<file path="config.mk">
export PLATFORM = sky130hd
export DESIGN_NAME = flight_phase_detector
export DESIGN_NICKNAME = d
export VERILOG_FILES = /design/src/rtl/fpd_pkg.sv /design/src/rtl/fpd_avg.sv /design/src/rtl/fpd_queue.sv /design/src/rtl/fpd_phase.sv /design/src/rtl/flight_phase_detector.sv
export SDC_FILE = /design/constraint.sdc
export NUM_CORES = 2
export LEC_CHECK = 0
export ABC_CLOCK_PERIOD_IN_PS = 11050
export BUFFER_PORTS_ARGS = -buffer_cell sky130_fd_sc_hd__buf_2
export CAP_MARGIN = 25
export CORE_MARGIN = 2
export CORE_UTILIZATION = 56
export CTS_CLUSTER_DIAMETER = 50
export DETAILED_ROUTE_END_ITERATION = 6
export PLACE_DENSITY = 0.78
export SLEW_MARGIN = 20
export SYNTH_ARGS = -nofsm -noshare
export SYNTH_HDL_FRONTEND = slang
export SYNTH_SLANG_ARGS = --single-unit
export TNS_END_PERCENT = 10
</file>
<file path="constraint.sdc">
create_clock -name clk_i -period 11.05 [get_ports clk_i]
set_input_delay 1.6575 -clock clk_i [delete_from_list [all_inputs] [get_ports clk_i]]
set_output_delay 1.6575 -clock clk_i [all_outputs]
set_load 0.02 [all_outputs]
</file>
<file path="src/rtl/fpd_pkg.sv">
// Shared types and constants for the flight phase detector.
package fpd_pkg;

  localparam int unsigned ThrW = 15;
  localparam int unsigned MarW = 16;
  localparam int unsigned AccW = 16;
  localparam int unsigned AltW = 24;
  localparam int unsigned StampW = 48;
  localparam int unsigned SeqW = 16;
  localparam int unsigned CfgW = 16;

  localparam logic [0:0] CfgThreshold = 1'b0;
  localparam logic [0:0] CfgMargin = 1'b1;

  localparam logic [1:0] EvIgnition = 2'd0;
  localparam logic [1:0] EvBurnout = 2'd1;
  localparam logic [1:0] EvChute = 2'd2;
  localparam logic [1:0] EvTouchdown = 2'd3;

  typedef enum logic [4:0] {
    PhReady     = 5'b00001,
    PhBurning   = 5'b00010,
    PhBurnout   = 5'b00100,
    PhChute     = 5'b01000,
    PhTouchdown = 5'b10000
  } phase_e;

  // Smoothed sample handed from the front end to the phase unit.
  typedef struct packed {
    logic signed [AccW-1:0] ax;
    logic signed [AccW-1:0] ay;
    logic signed [AccW-1:0] az;
    logic signed [AltW-1:0] alt;
    logic [StampW-1:0]      stamp;
    logic [SeqW-1:0]        seq;
  } smooth_t;

endpackage

</file>
<file path="src/rtl/fpd_avg.sv">
// Front end: moving window sums and serial division by the fill count.
module fpd_avg import fpd_pkg::*; #(
  parameter int unsigned Window = 8
) (
  input  logic                   clk_i,
  input  logic                   rst_ni,
  input  logic                   valid_i,
  output logic                   stall_o,
  input  logic signed [AccW-1:0] accel_x_i,
  input  logic signed [AccW-1:0] accel_y_i,
  input  logic signed [AccW-1:0] accel_z_i,
  input  logic signed [AltW-1:0] altitude_i,
  input  logic [StampW-1:0]      stamp_us_i,
  input  logic [SeqW-1:0]        seq_number_i,
  output logic                   valid_o,
  input  logic                   stall_i,
  output smooth_t                data_o
);

  localparam int unsigned SlotW = (Window > 1) ? $clog2(Window) : 1;
  localparam int unsigned FillW = $clog2(Window + 1);
  localparam int unsigned GrowW = $clog2(Window);
  localparam int unsigned SumAW = AccW + GrowW;
  localparam int unsigned SumHW = AltW + GrowW;
  localparam int unsigned QW = AltW + GrowW;
  localparam int unsigned CntW = $clog2(QW + 1);

  logic [3*AccW-1:0] acc_mem [Window];
  logic [AltW-1:0]   alt_mem [Window];
  logic [3*AccW-1:0] old_acc_q;
  logic [AltW-1:0]   old_alt_q;

  logic signed [SumAW-1:0] sx_q, sy_q, sz_q;
  logic signed [SumHW-1:0] sh_q;
  logic [FillW-1:0] fill_q;
  logic [SlotW-1:0] slot_q;

  typedef enum logic [3:0] {
    StIdle = 4'b0001, StRead = 4'b0010, StDiv = 4'b0100, StOut = 4'b1000
  } st_e;
  st_e st_q;

  logic signed [AccW-1:0] ix_q, iy_q, iz_q;
  logic signed [AltW-1:0] ih_q;
  logic [StampW-1:0] stamp_q;
  logic [SeqW-1:0]   seq_q;

  // Divider lanes: magnitude, quotient, remainder, sign.
  logic [QW-1:0] num_q [4];
  logic [QW-1:0] rem_q [4];
  logic          neg_q [4];
  logic [CntW-1:0] cnt_q;
  logic [QW:0] trial [4];

  logic full;
  assign full = (fill_q == FillW'(Window));
  assign stall_o = (st_q != StIdle);
  assign valid_o = (st_q == StOut);

  always_ff @(posedge clk_i) begin
    if (valid_i && !stall_o) begin
      acc_mem[slot_q] <= {accel_z_i, accel_y_i, accel_x_i};
      alt_mem[slot_q] <= altitude_i;
    end
  end

  always_ff @(posedge clk_i) begin
    old_acc_q <= acc_mem[slot_q];
    old_alt_q <= alt_mem[slot_q];
  end

  always_comb begin
    for (int i = 0; i < 4; i++) begin
      trial[i] = {rem_q[i], num_q[i][QW-1]} - {{(QW+1-FillW){1'b0}}, fill_q};
    end
  end

  logic signed [SumAW-1:0] nx, ny, nz;
  logic signed [SumHW-1:0] nh;
  always_comb begin
    nx = sx_q + SumAW'(ix_q);
    ny = sy_q + SumAW'(iy_q);
    nz = sz_q + SumAW'(iz_q);
    nh = sh_q + SumHW'(ih_q);
    if (full) begin
      nx = nx - SumAW'($signed(old_acc_q[AccW-1:0]));
      ny = ny - SumAW'($signed(old_acc_q[2*AccW-1:AccW]));
      nz = nz - SumAW'($signed(old_acc_q[3*AccW-1:2*AccW]));
      nh = nh - SumHW'($signed(old_alt_q));
    end
  end

  function automatic logic [QW-1:0] mag(input logic signed [QW-1:0] v);
    return v[QW-1] ? QW'(-v) : v;
  endfunction

  always_ff @(posedge clk_i or negedge rst_ni) begin
    if (!rst_ni) begin
      st_q <= StIdle;
      sx_q <= '0; sy_q <= '0; sz_q <= '0; sh_q <= '0;
      fill_q <= '0;
      slot_q <= '0;
      cnt_q <= '0;
    end else begin
      unique case (st_q)
        StIdle: begin
          if (valid_i) st_q <= StRead;
        end
        StRead: begin
          sx_q <= nx; sy_q <= ny; sz_q <= nz; sh_q <= nh;
          if (!full) fill_q <= fill_q + 1'b1;
          slot_q <= (slot_q == SlotW'(Window - 1)) ? '0 : slot_q + 1'b1;
          cnt_q <= '0;
          st_q <= StDiv;
        end
        StDiv: begin
          cnt_q <= cnt_q + 1'b1;
          if (cnt_q == CntW'(QW - 1)) st_q <= StOut;
        end
        StOut: begin
          if (!stall_i) st_q <= StIdle;
        end
        default: st_q <= StIdle;
      endcase
    end
  end

  always_ff @(posedge clk_i) begin
    if (st_q == StIdle && valid_i) begin
      ix_q <= accel_x_i; iy_q <= accel_y_i; iz_q <= accel_z_i;
      ih_q <= altitude_i; stamp_q <= stamp_us_i; seq_q <= seq_number_i;
    end
    if (st_q == StRead) begin
      num_q[0] <= mag(QW'(nx)); neg_q[0] <= nx[SumAW-1];
      num_q[1] <= mag(QW'(ny)); neg_q[1] <= ny[SumAW-1];
      num_q[2] <= mag(QW'(nz)); neg_q[2] <= nz[SumAW-1];
      num_q[3] <= mag(QW'(nh)); neg_q[3] <= nh[SumHW-1];
      for (int i = 0; i < 4; i++) rem_q[i] <= '0;
    end
    if (st_q == StDiv) begin
      // Restoring division, one quotient bit per cycle, shifted into num.
      for (int i = 0; i < 4; i++) begin
        if (!trial[i][QW]) begin
          rem_q[i] <= trial[i][QW-1:0];
          num_q[i] <= {num_q[i][QW-2:0], 1'b1};
        end else begin
          rem_q[i] <= {rem_q[i][QW-2:0], num_q[i][QW-1]};
          num_q[i] <= {num_q[i][QW-2:0], 1'b0};
        end
      end
    end
  end

  logic [QW-1:0] qv [4];
  always_comb begin
    for (int i = 0; i < 4; i++) qv[i] = neg_q[i] ? QW'(-num_q[i]) : num_q[i];
    data_o.ax = qv[0][AccW-1:0];
    data_o.ay = qv[1][AccW-1:0];
    data_o.az = qv[2][AccW-1:0];
    data_o.alt = qv[3][AltW-1:0];
    data_o.stamp = stamp_q;
    data_o.seq = seq_q;
  end

`ifndef ASSERT_OFF
  a_fill_max: assert property (@(posedge clk_i) disable iff (!rst_ni)
    fill_q <= FillW'(Window)) else $error("fill overflow");
  a_fill_nz: assert property (@(posedge clk_i) disable iff (!rst_ni)
    (st_q == StDiv) |-> (fill_q != '0)) else $error("divide by zero fill");
  a_out_hold: assert property (@(posedge clk_i) disable iff (!rst_ni)
    (valid_o && stall_i) |=> valid_o) else $error("result dropped");
`endif

endmodule

</file>
<file path="src/rtl/fpd_queue.sv">
// Two-entry queue between front end and phase unit.
module fpd_queue import fpd_pkg::*; (
  input  logic    clk_i,
  input  logic    rst_ni,
  input  logic    valid_i,
  output logic    stall_o,
  input  smooth_t data_i,
  output logic    valid_o,
  input  logic    stall_i,
  output smooth_t data_o
);

  smooth_t mem_q [2];
  logic rd_q, wr_q;
  logic [1:0] cnt_q;
  logic push, pop;

  assign stall_o = (cnt_q == 2'd2);
  assign valid_o = (cnt_q != 2'd0);
  assign push = valid_i && !stall_o;
  assign pop = valid_o && !stall_i;
  assign data_o = mem_q[rd_q];

  always_ff @(posedge clk_i) begin
    if (push) mem_q[wr_q] <= data_i;
  end

  always_ff @(posedge clk_i or negedge rst_ni) begin
    if (!rst_ni) begin
      rd_q <= 1'b0; wr_q <= 1'b0; cnt_q <= '0;
    end else begin
      if (push) wr_q <= ~wr_q;
      if (pop) rd_q <= ~rd_q;
      cnt_q <= cnt_q + {1'b0, push} - {1'b0, pop};
    end
  end

`ifndef ASSERT_OFF
  a_cnt: assert property (@(posedge clk_i) disable iff (!rst_ni)
    cnt_q <= 2'd2) else $error("queue count");
  a_ptr: assert property (@(posedge clk_i) disable iff (!rst_ni)
    (cnt_q == 2'd1) |-> (rd_q != wr_q)) else $error("queue pointers");
  a_ptr2: assert property (@(posedge clk_i) disable iff (!rst_ni)
    (cnt_q != 2'd1) |-> (rd_q == wr_q)) else $error("queue pointers");
`endif

endmodule

</file>
<file path="src/rtl/fpd_phase.sv">
// Back end: squared norm, phase machine and result sequencing.
module fpd_phase import fpd_pkg::*; (
  input  logic                     clk_i,
  input  logic                     rst_ni,
  input  logic [ThrW-1:0]          thr_i,
  input  logic [MarW-1:0]          margin_i,
  input  logic                     valid_i,
  output logic                     stall_o,
  input  smooth_t                  data_i,
  output logic                     valid_o,
  input  logic                     stall_i,
  output logic                     kind_o,
  output logic signed [AccW-1:0]   avg_accel_x_o,
  output logic signed [AccW-1:0]   avg_accel_y_o,
  output logic signed [AccW-1:0]   avg_accel_z_o,
  output logic signed [AltW-1:0]   avg_altitude_o,
  output logic [StampW-1:0]        out_stamp_us_o,
  output logic [SeqW-1:0]          out_seq_number_o,
  output logic [1:0]               event_code_o,
  output logic [StampW-1:0]        elapsed_us_o,
  output logic                     last_o
);

  typedef enum logic [6:0] {
    StIdle = 7'b0000001, StSqX = 7'b0000010, StSqY = 7'b0000100,
    StSqZ = 7'b0001000, StDecide = 7'b0010000, StRead = 7'b0100000,
    StEvent = 7'b1000000
  } st_e;
  st_e st_q;
  phase_e ph_q;

  smooth_t cur_q;
  logic [33:0] n2_q;
  logic [31:0] sq_q;
  logic [29:0] t2_q;
  logic [AccW-1:0] mag_x;
  logic [StampW-1:0] ign_stamp_q;
  logic signed [AltW-1:0] ign_alt_q;
  logic ev_q;
  logic [1:0] code_q;

  logic signed [AccW-1:0] opnd;
  always_comb begin
    unique case (st_q)
      StSqX: opnd = cur_q.ax;
      StSqY: opnd = cur_q.ay;
      default: opnd = cur_q.az;
    endcase
    mag_x = opnd[AccW-1] ? AccW'(-opnd) : opnd;
  end

  logic [33:0] t9;
  logic signed [AltW:0] dalt;
  logic [AltW:0] adalt;
  assign t9 = {t2_q, 3'b000} + {4'b0, t2_q};
  assign dalt = (AltW+1)'(cur_q.alt) - (AltW+1)'(ign_alt_q);
  assign adalt = dalt[AltW] ? (AltW+1)'(-dalt) : dalt;

  assign stall_o = (st_q != StIdle);
  assign valid_o = (st_q == StRead) || (st_q == StEvent);

  always_ff @(posedge clk_i or negedge rst_ni) begin
    if (!rst_ni) begin
      st_q <= StIdle;
      ph_q <= PhReady;
      ign_stamp_q <= '0;
      ign_alt_q <= '0;
    end else begin
      unique case (st_q)
        StIdle: if (valid_i) st_q <= StSqX;
        StSqX: st_q <= StSqY;
        StSqY: st_q <= StSqZ;
        StSqZ: st_q <= StDecide;
        StDecide: begin
          st_q <= StRead;
          unique case (ph_q)
            PhReady: if (n2_q + {2'b0, sq_q} > {4'b0, t2_q}) begin
              ph_q <= PhBurning;
              ign_stamp_q <= cur_q.stamp;
              ign_alt_q <= cur_q.alt;
            end
            PhBurning: if (n2_q + {2'b0, sq_q} < {4'b0, t2_q}) ph_q <= PhBurnout;
            PhBurnout: if (n2_q + {2'b0, sq_q} > t9) ph_q <= PhChute;
            PhChute: if (adalt < (AltW+1)'(margin_i)) ph_q <= PhTouchdown;
            default: ;
          endcase
        end
        StRead: if (!stall_i) st_q <= ev_q ? StEvent : StIdle;
        StEvent: if (!stall_i) st_q <= StIdle;
        default: st_q <= StIdle;
      endcase
    end
  end

  logic [33:0] nsum;
  assign nsum = n2_q + {2'b0, sq_q};

  always_ff @(posedge clk_i) begin
    if (st_q == StIdle && valid_i) begin
      cur_q <= data_i;
      n2_q <= '0;
      t2_q <= 30'(thr_i) * 30'(thr_i);
    end
    if (st_q == StSqX || st_q == StSqY || st_q == StSqZ) begin
      // Multiply this cycle, accumulate the previous product.
      sq_q <= 32'(mag_x) * 32'(mag_x);
      if (st_q != StSqX) n2_q <= nsum;
    end
    if (st_q == StDecide) begin
      ev_q <= 1'b0;
      unique case (ph_q)
        PhReady: if (nsum > {4'b0, t2_q}) begin ev_q <= 1'b1; code_q <= EvIgnition; end
        PhBurning: if (nsum < {4'b0, t2_q}) begin ev_q <= 1'b1; code_q <= EvBurnout; end
        PhBurnout: if (nsum > t9) begin ev_q <= 1'b1; code_q <= EvChute; end
        PhChute: if (adalt < (AltW+1)'(margin_i)) begin
          ev_q <= 1'b1; code_q <= EvTouchdown;
        end
        default: ;
      endcase
    end
  end

  always_comb begin
    kind_o = (st_q == StEvent);
    out_stamp_us_o = cur_q.stamp;
    out_seq_number_o = cur_q.seq;
    avg_accel_x_o = kind_o ? '0 : cur_q.ax;
    avg_accel_y_o = kind_o ? '0 : cur_q.ay;
    avg_accel_z_o = kind_o ? '0 : cur_q.az;
    avg_altitude_o = kind_o ? '0 : cur_q.alt;
    event_code_o = kind_o ? code_q : EvIgnition;
    elapsed_us_o = kind_o ? cur_q.stamp - ign_stamp_q : '0;
    last_o = kind_o || !ev_q;
  end

`ifndef ASSERT_OFF
  a_td_term: assert property (@(posedge clk_i) disable iff (!rst_ni)
    (ph_q == PhTouchdown) |=> (ph_q == PhTouchdown)) else $error("left touchdown");
  a_ev_kind: assert property (@(posedge clk_i) disable iff (!rst_ni)
    (st_q == StEvent) |-> ev_q) else $error("event without cause");
  a_ign_zero: assert property (@(posedge clk_i) disable iff (!rst_ni)
    (st_q == StEvent && code_q == EvIgnition) |-> (elapsed_us_o == '0))
    else $error("ignition elapsed nonzero");
`endif

endmodule

</file>
<file path="src/rtl/flight_phase_detector.sv">
// Top level of the flight phase detector.
// A telemetry request holds the front end while it takes the request, updates the window
// sums, runs one divide step per quotient bit of the serial divide by the fill count and
// hands the smoothed sample to the queue, so it takes no new request before it is through
// with the last one. The back end then squares the three components in three states,
// decides the phase in a fourth and presents the smoothed reading, followed by at most one
// event once the reading is taken. A two-entry queue lets the front end take the next
// sample while the back end still waits on its results.
module flight_phase_detector import fpd_pkg::*; #(
  parameter int unsigned WINDOW = 8
) (
  input  logic                   clk_i,
  input  logic                   rst_ni,
  input  logic                   cfg_we_i,
  input  logic [0:0]             cfg_idx_i,
  input  logic [CfgW-1:0]        cfg_data_i,
  input  logic                   valid_i,
  output logic                   stall_o,
  input  logic signed [AccW-1:0] accel_x_i,
  input  logic signed [AccW-1:0] accel_y_i,
  input  logic signed [AccW-1:0] accel_z_i,
  input  logic signed [AltW-1:0] altitude_i,
  input  logic [StampW-1:0]      stamp_us_i,
  input  logic [SeqW-1:0]        seq_number_i,
  output logic                   valid_o,
  input  logic                   stall_i,
  output logic                   kind_o,
  output logic signed [AccW-1:0] avg_accel_x_o,
  output logic signed [AccW-1:0] avg_accel_y_o,
  output logic signed [AccW-1:0] avg_accel_z_o,
  output logic signed [AltW-1:0] avg_altitude_o,
  output logic [StampW-1:0]      out_stamp_us_o,
  output logic [SeqW-1:0]        out_seq_number_o,
  output logic [1:0]             event_code_o,
  output logic [StampW-1:0]      elapsed_us_o,
  output logic                   last_o
);

  logic [ThrW-1:0] thr_q;
  logic [MarW-1:0] margin_q;

  always_ff @(posedge clk_i or negedge rst_ni) begin
    if (!rst_ni) begin
      thr_q <= ThrW'(2560);
      margin_q <= MarW'(150);
    end else if (cfg_we_i) begin
      unique case (cfg_idx_i)
        CfgThreshold: thr_q <= cfg_data_i[ThrW-1:0];
        CfgMargin: margin_q <= cfg_data_i;
        default: ;
      endcase
    end
  end

  logic f_valid, f_stall, b_valid, b_stall;
  smooth_t f_data, b_data;

  fpd_avg #(.Window(WINDOW)) u_avg (
    .clk_i, .rst_ni, .valid_i, .stall_o,
    .accel_x_i, .accel_y_i, .accel_z_i, .altitude_i, .stamp_us_i, .seq_number_i,
    .valid_o(f_valid), .stall_i(f_stall), .data_o(f_data)
  );

  fpd_queue u_queue (
    .clk_i, .rst_ni, .valid_i(f_valid), .stall_o(f_stall), .data_i(f_data),
    .valid_o(b_valid), .stall_i(b_stall), .data_o(b_data)
  );

  fpd_phase u_phase (
    .clk_i, .rst_ni, .thr_i(thr_q), .margin_i(margin_q),
    .valid_i(b_valid), .stall_o(b_stall), .data_i(b_data),
    .valid_o, .stall_i, .kind_o, .avg_accel_x_o, .avg_accel_y_o, .avg_accel_z_o,
    .avg_altitude_o, .out_stamp_us_o, .out_seq_number_o, .event_code_o,
    .elapsed_us_o, .last_o
  );

endmodule
</file>
==> summary.md <==
| Metric | Value |
|---|---|
| Outcome | `finished, violations left` |
| Violated checks | `design-rule violations` |
| Post-synthesis sequential element count | `1,728` |
| Slew HR | `30.1%` |
| Residual DRC | `2` |
| Comb pwr share | `48.8%` |
| Initial antenna violation count | `32` |
| Post-synth EDFFs | `1,403` |
| Switching share of power | `39.4%` |
| CORE AREA | `172,000 sq um` |
| Final GP Congestion | `0.882` |
| Final Net Count | `9,746` |
| Post-synth cell types | `102` |
| Setup TNS | `0 ps` |
| Post-Syn Instances | `8,396` |
| Vias per cell | `5.92` |
| Syn_area_per_cell | `11.5 sq um` |
| Hold Crit Class | `flop to flop` |
| CTS resizes | `0` |
| Total power | `30.4 mW` |
| Post-synthesis sequential area ratio | `51.3%` |
| Critical path class | `flop to flop` |
| Clock Pin Slew Worst Setup and Hold Paths | `60 ps` |
| Most used cell, CP | `fa_1` |
| Largest net degree at the start of global routing | `142` |
| WL final | `234,000 um` |
| Fin crit period | `9970 ps` |
| I/O pin total | `348` |
| Tightest Pin Transition | `1050 ps` |
| Global-route wire length before repair | `366,000 um` |
| PortBufs | `347` |
| Post-CTS setup buffer count | `0` |
| Flop pwr share | `31.2%` |
| WP data arrival | `10,500 ps` |
| Cts bufs inserted | `178` |
| Psw | `12.0 mW` |
| First-pass iteration count of the detailed router | `7` |
| DRT antenna net count | `0` |
| Buf/Inv on CP | `4` |
| Initial DRC count | `5,297` |
| Slew Viols, Final | `0` |
| Hold WS | `437 ps` |
| Fill cells | `13.2k` |
| Mapped cell area | `96,900 sq um` |
| Final Hold Vio Count | `0` |
| Hold Buf Count CTS | `0` |
| Final Cell Area | `107,000 sq um` |
| CP top delay family | `adder cells` |
| Die width | `420 um` |
| Clk sinks | `1,728` |
| Layout Utilization | `62.3%` |
| Overall die area | `176,000 sq um` |
| Fin crit share | `90.2%` |
| Slowest CP cell | `a221oi_1` |
| TritonCTS clock tree | `done` |
| Htree depth | `4` |
| Max-Cap Viols | `0` |
| Maximum fanout along the worst path | `17` |
| Post-Place Cell Area | `101,000 sq um` |
| Synth async-reset ratio | `12.7%` |
| WL/cell | `20.9 um` |
| Max Root-Sink Buffers | `3` |
| GRT Util Overall | `26.4%` |
| Required @ worst endpoint | `11,580 ps` |
| Unrepaired setup endpoints after global routing | `no` |
| Die Ht | `420 um` |
| Worst-Skew Late Latency | `820 ps` |
| Ratio of cells with drive above 1 in the final layout | `11.3%` |
| Grt total ovfl | `0` |
| Via count | `66.1k` |
| CP Launch Type | `flop` |
| FMAX | `100 MHz` |
| Area grow syn2layout | `10.5%` |
| Initial Util | `56.4%` |
| Num rows | `152` |
| Power Dens Cells | `284 nW/um^2` |
| Root buffer cell | `clkbuf_16` |
| Internal power | `18.4 mW` |
| Max VDD drop | `0.673 mV` |
| Synth warn | `0` |
| CP peak stage delay | `770 ps` |
| Number of global-route vias before repair | `66.1k` |
| Finish-stage setup viols | `0` |
| Power share of the clock group | `20.0%` |
| Setup Skew | `62.2 ps` |
| Crit end category | `flop` |
| Ys flop type | `edfxtp_1` |
| Leakage | `42.3 nW` |
| Final HPWL DP | `163,000 um` |
==> area by class of cell <==
type	instances	area (sq um)	share of cell area, %
clock buffer	239	4820	4.50
inverter	715	2700	2.52
clock inverter	99	1210	1.13
timing repair buffer	434	2480	2.32
antenna	10	25.0	0.0234
multi-input combinational	5629	43200	40.3
sequential	1728	49700	46.5
tap	2310	2890	2.70
==> placed cells by master (no fill, tap or decap), types with 79 or more instances in the layout <==
master,Yosys,layout
dfxtp_1,106,106
nand2b_1,79,79
nand4_1,120,120
and2_1,198,197
nand2_1,659,659
nor3_1,127,125
fa_1,316,316
nand3_1,119,117
a21oi_1,438,438
o21ai_0,425,425
clkbuf_16,0,180
mux2_2,180,180
xor2_1,189,189
inv_1,705,702
buf_2,4,346
dfrtp_1,210,208
edfxtp_1,1403,1403
nor2_1,509,506
a21o_1,148,148
xnor2_1,357,356
buf_4,65,81
a22oi_1,298,298
ha_1,586,586
==> registers in the layout, indices dropped and copies added, names as in the netlist, 27 cells and up <==
| name | count |
|---|---|
| u_avg.acc_mem | 384 |
| u_queue.mem_q | 272 |
| u_avg.alt_mem | 192 |
| u_avg.num_q | 108 |
| u_avg.rem_q | 108 |
| u_phase.cur_q | 72 |
| u_avg.old_acc_q | 48 |
| u_avg.stamp_q | 48 |
| u_phase.ign_stamp_q | 48 |
| u_phase.out_stamp_us_o | 48 |
| u_phase.n2_q | 34 |
| u_phase.sq_q | 31 |
| u_phase.t2_q | 29 |
| u_avg.sh_q | 27 |
==> logic make-up (layout without fill, tap and decap cells) <==
group / Yosys count / after routing / share of synthesized area [%]
AND/OR/NAND/NOR: 2172 / 2172 / 10.9
AO/OA/AOI/OAI: 1774 / 1774 / 11.8
flip-flops: 1728 / 1728 / 51.3
buffers and inverters: 1048 / 1487 / 4.33
adder cells (fa/ha/maj): 902 / 902 / 14.1
XOR/XNOR: 549 / 549 / 5.00
multiplexers: 221 / 221 / 2.52
other: 2 / 21 / 0.00775
==> per-stage QoR <==
stage	setup WS, ps	instances
after global routing	459	11200
after CTS	1090	11100
after global placement	1290	10800
final	1080	11200
after detailed placement	1110	10800
after floorplan	1980	8405
==> cells in the mapped netlist (25+ instances only) <==
cell,number,area (sq um)
edfxtp_1,1403,42100
xor2_1,189,1660
nor4_1,39,244
nand3_1,119,596
fa_1,316,6330
and3_1,43,269
buf_4,65,488
dfxtp_1,106,2120
or2_2,26,163
or3_1,65,407
o31ai_1,59,443
nand4_1,120,751
o21ai_0,425,2130
o211ai_1,36,270
nor3_1,127,636
or4_1,33,248
a22oi_1,298,2240
a211oi_1,46,345
a31oi_1,47,294
nor2_1,509,1910
a21oi_1,438,2190
and2_1,198,1240
o21a_1,60,450
nor2b_1,70,438
dfrtp_1,210,5260
nand2b_1,79,494
ha_1,586,7330
mux2i_1,41,410
nand2_1,659,2470
o21bai_1,25,188
clkbuf_1,253,950
inv_1,705,2650
mux2_2,180,2030
a21o_1,148,1110
xnor2_1,357,3130
==> per-layer routing <==
metal  track usage, %  up-vias  part of all wire, %
met3             4.49      478                  6.7
met1             35.2    32700                   42
li1                 -    30800                    -
met4             10.2       40                  3.8
met5                0        -                 0.10
met2             43.3     2128                   48
==> power groups by stage <==
stage | Sequential (mW) | Combinational, mW | Clock, mW
2_1_floorplan | 9.38 | 11.4 | 0
3_3_place_gp | 9.53 | 14.0 | 0
3_5_place_dp | 9.58 | 14.5 | 0
4_1_cts | 9.46 | 14.7 | 6.16
5_1_grt | 9.57 | 16.6 | 6.42
6_report | 9.48 | 14.8 | 6.07
==> worst paths after layout <==
| check | startpoint | end | slack (ps) | cells after the start |
|---|---|---|---|---|
| worst max-delay path | u_phase.st_q[3] | u_phase.sq_q[31] | 1080 | 29 |
| worst min-delay path | u_avg.stamp_q[20] | u_queue.mem_q[0][36] | 440 | 0 |
| worst max register to register | u_phase.st_q[3] | u_phase.sq_q[31] | 1080 | 29 |
| worst min register to register | u_avg.stamp_q[20] | u_queue.mem_q[0][36] | 440 | 0 |
| max in group asynchronous | rst_ni | u_avg.sz_q[10] | 8390 | 3 |
| min in group asynchronous | rst_ni | u_phase.ign_stamp_q[7] | 780 | 1 |
(Power assumes the default switching activity.)
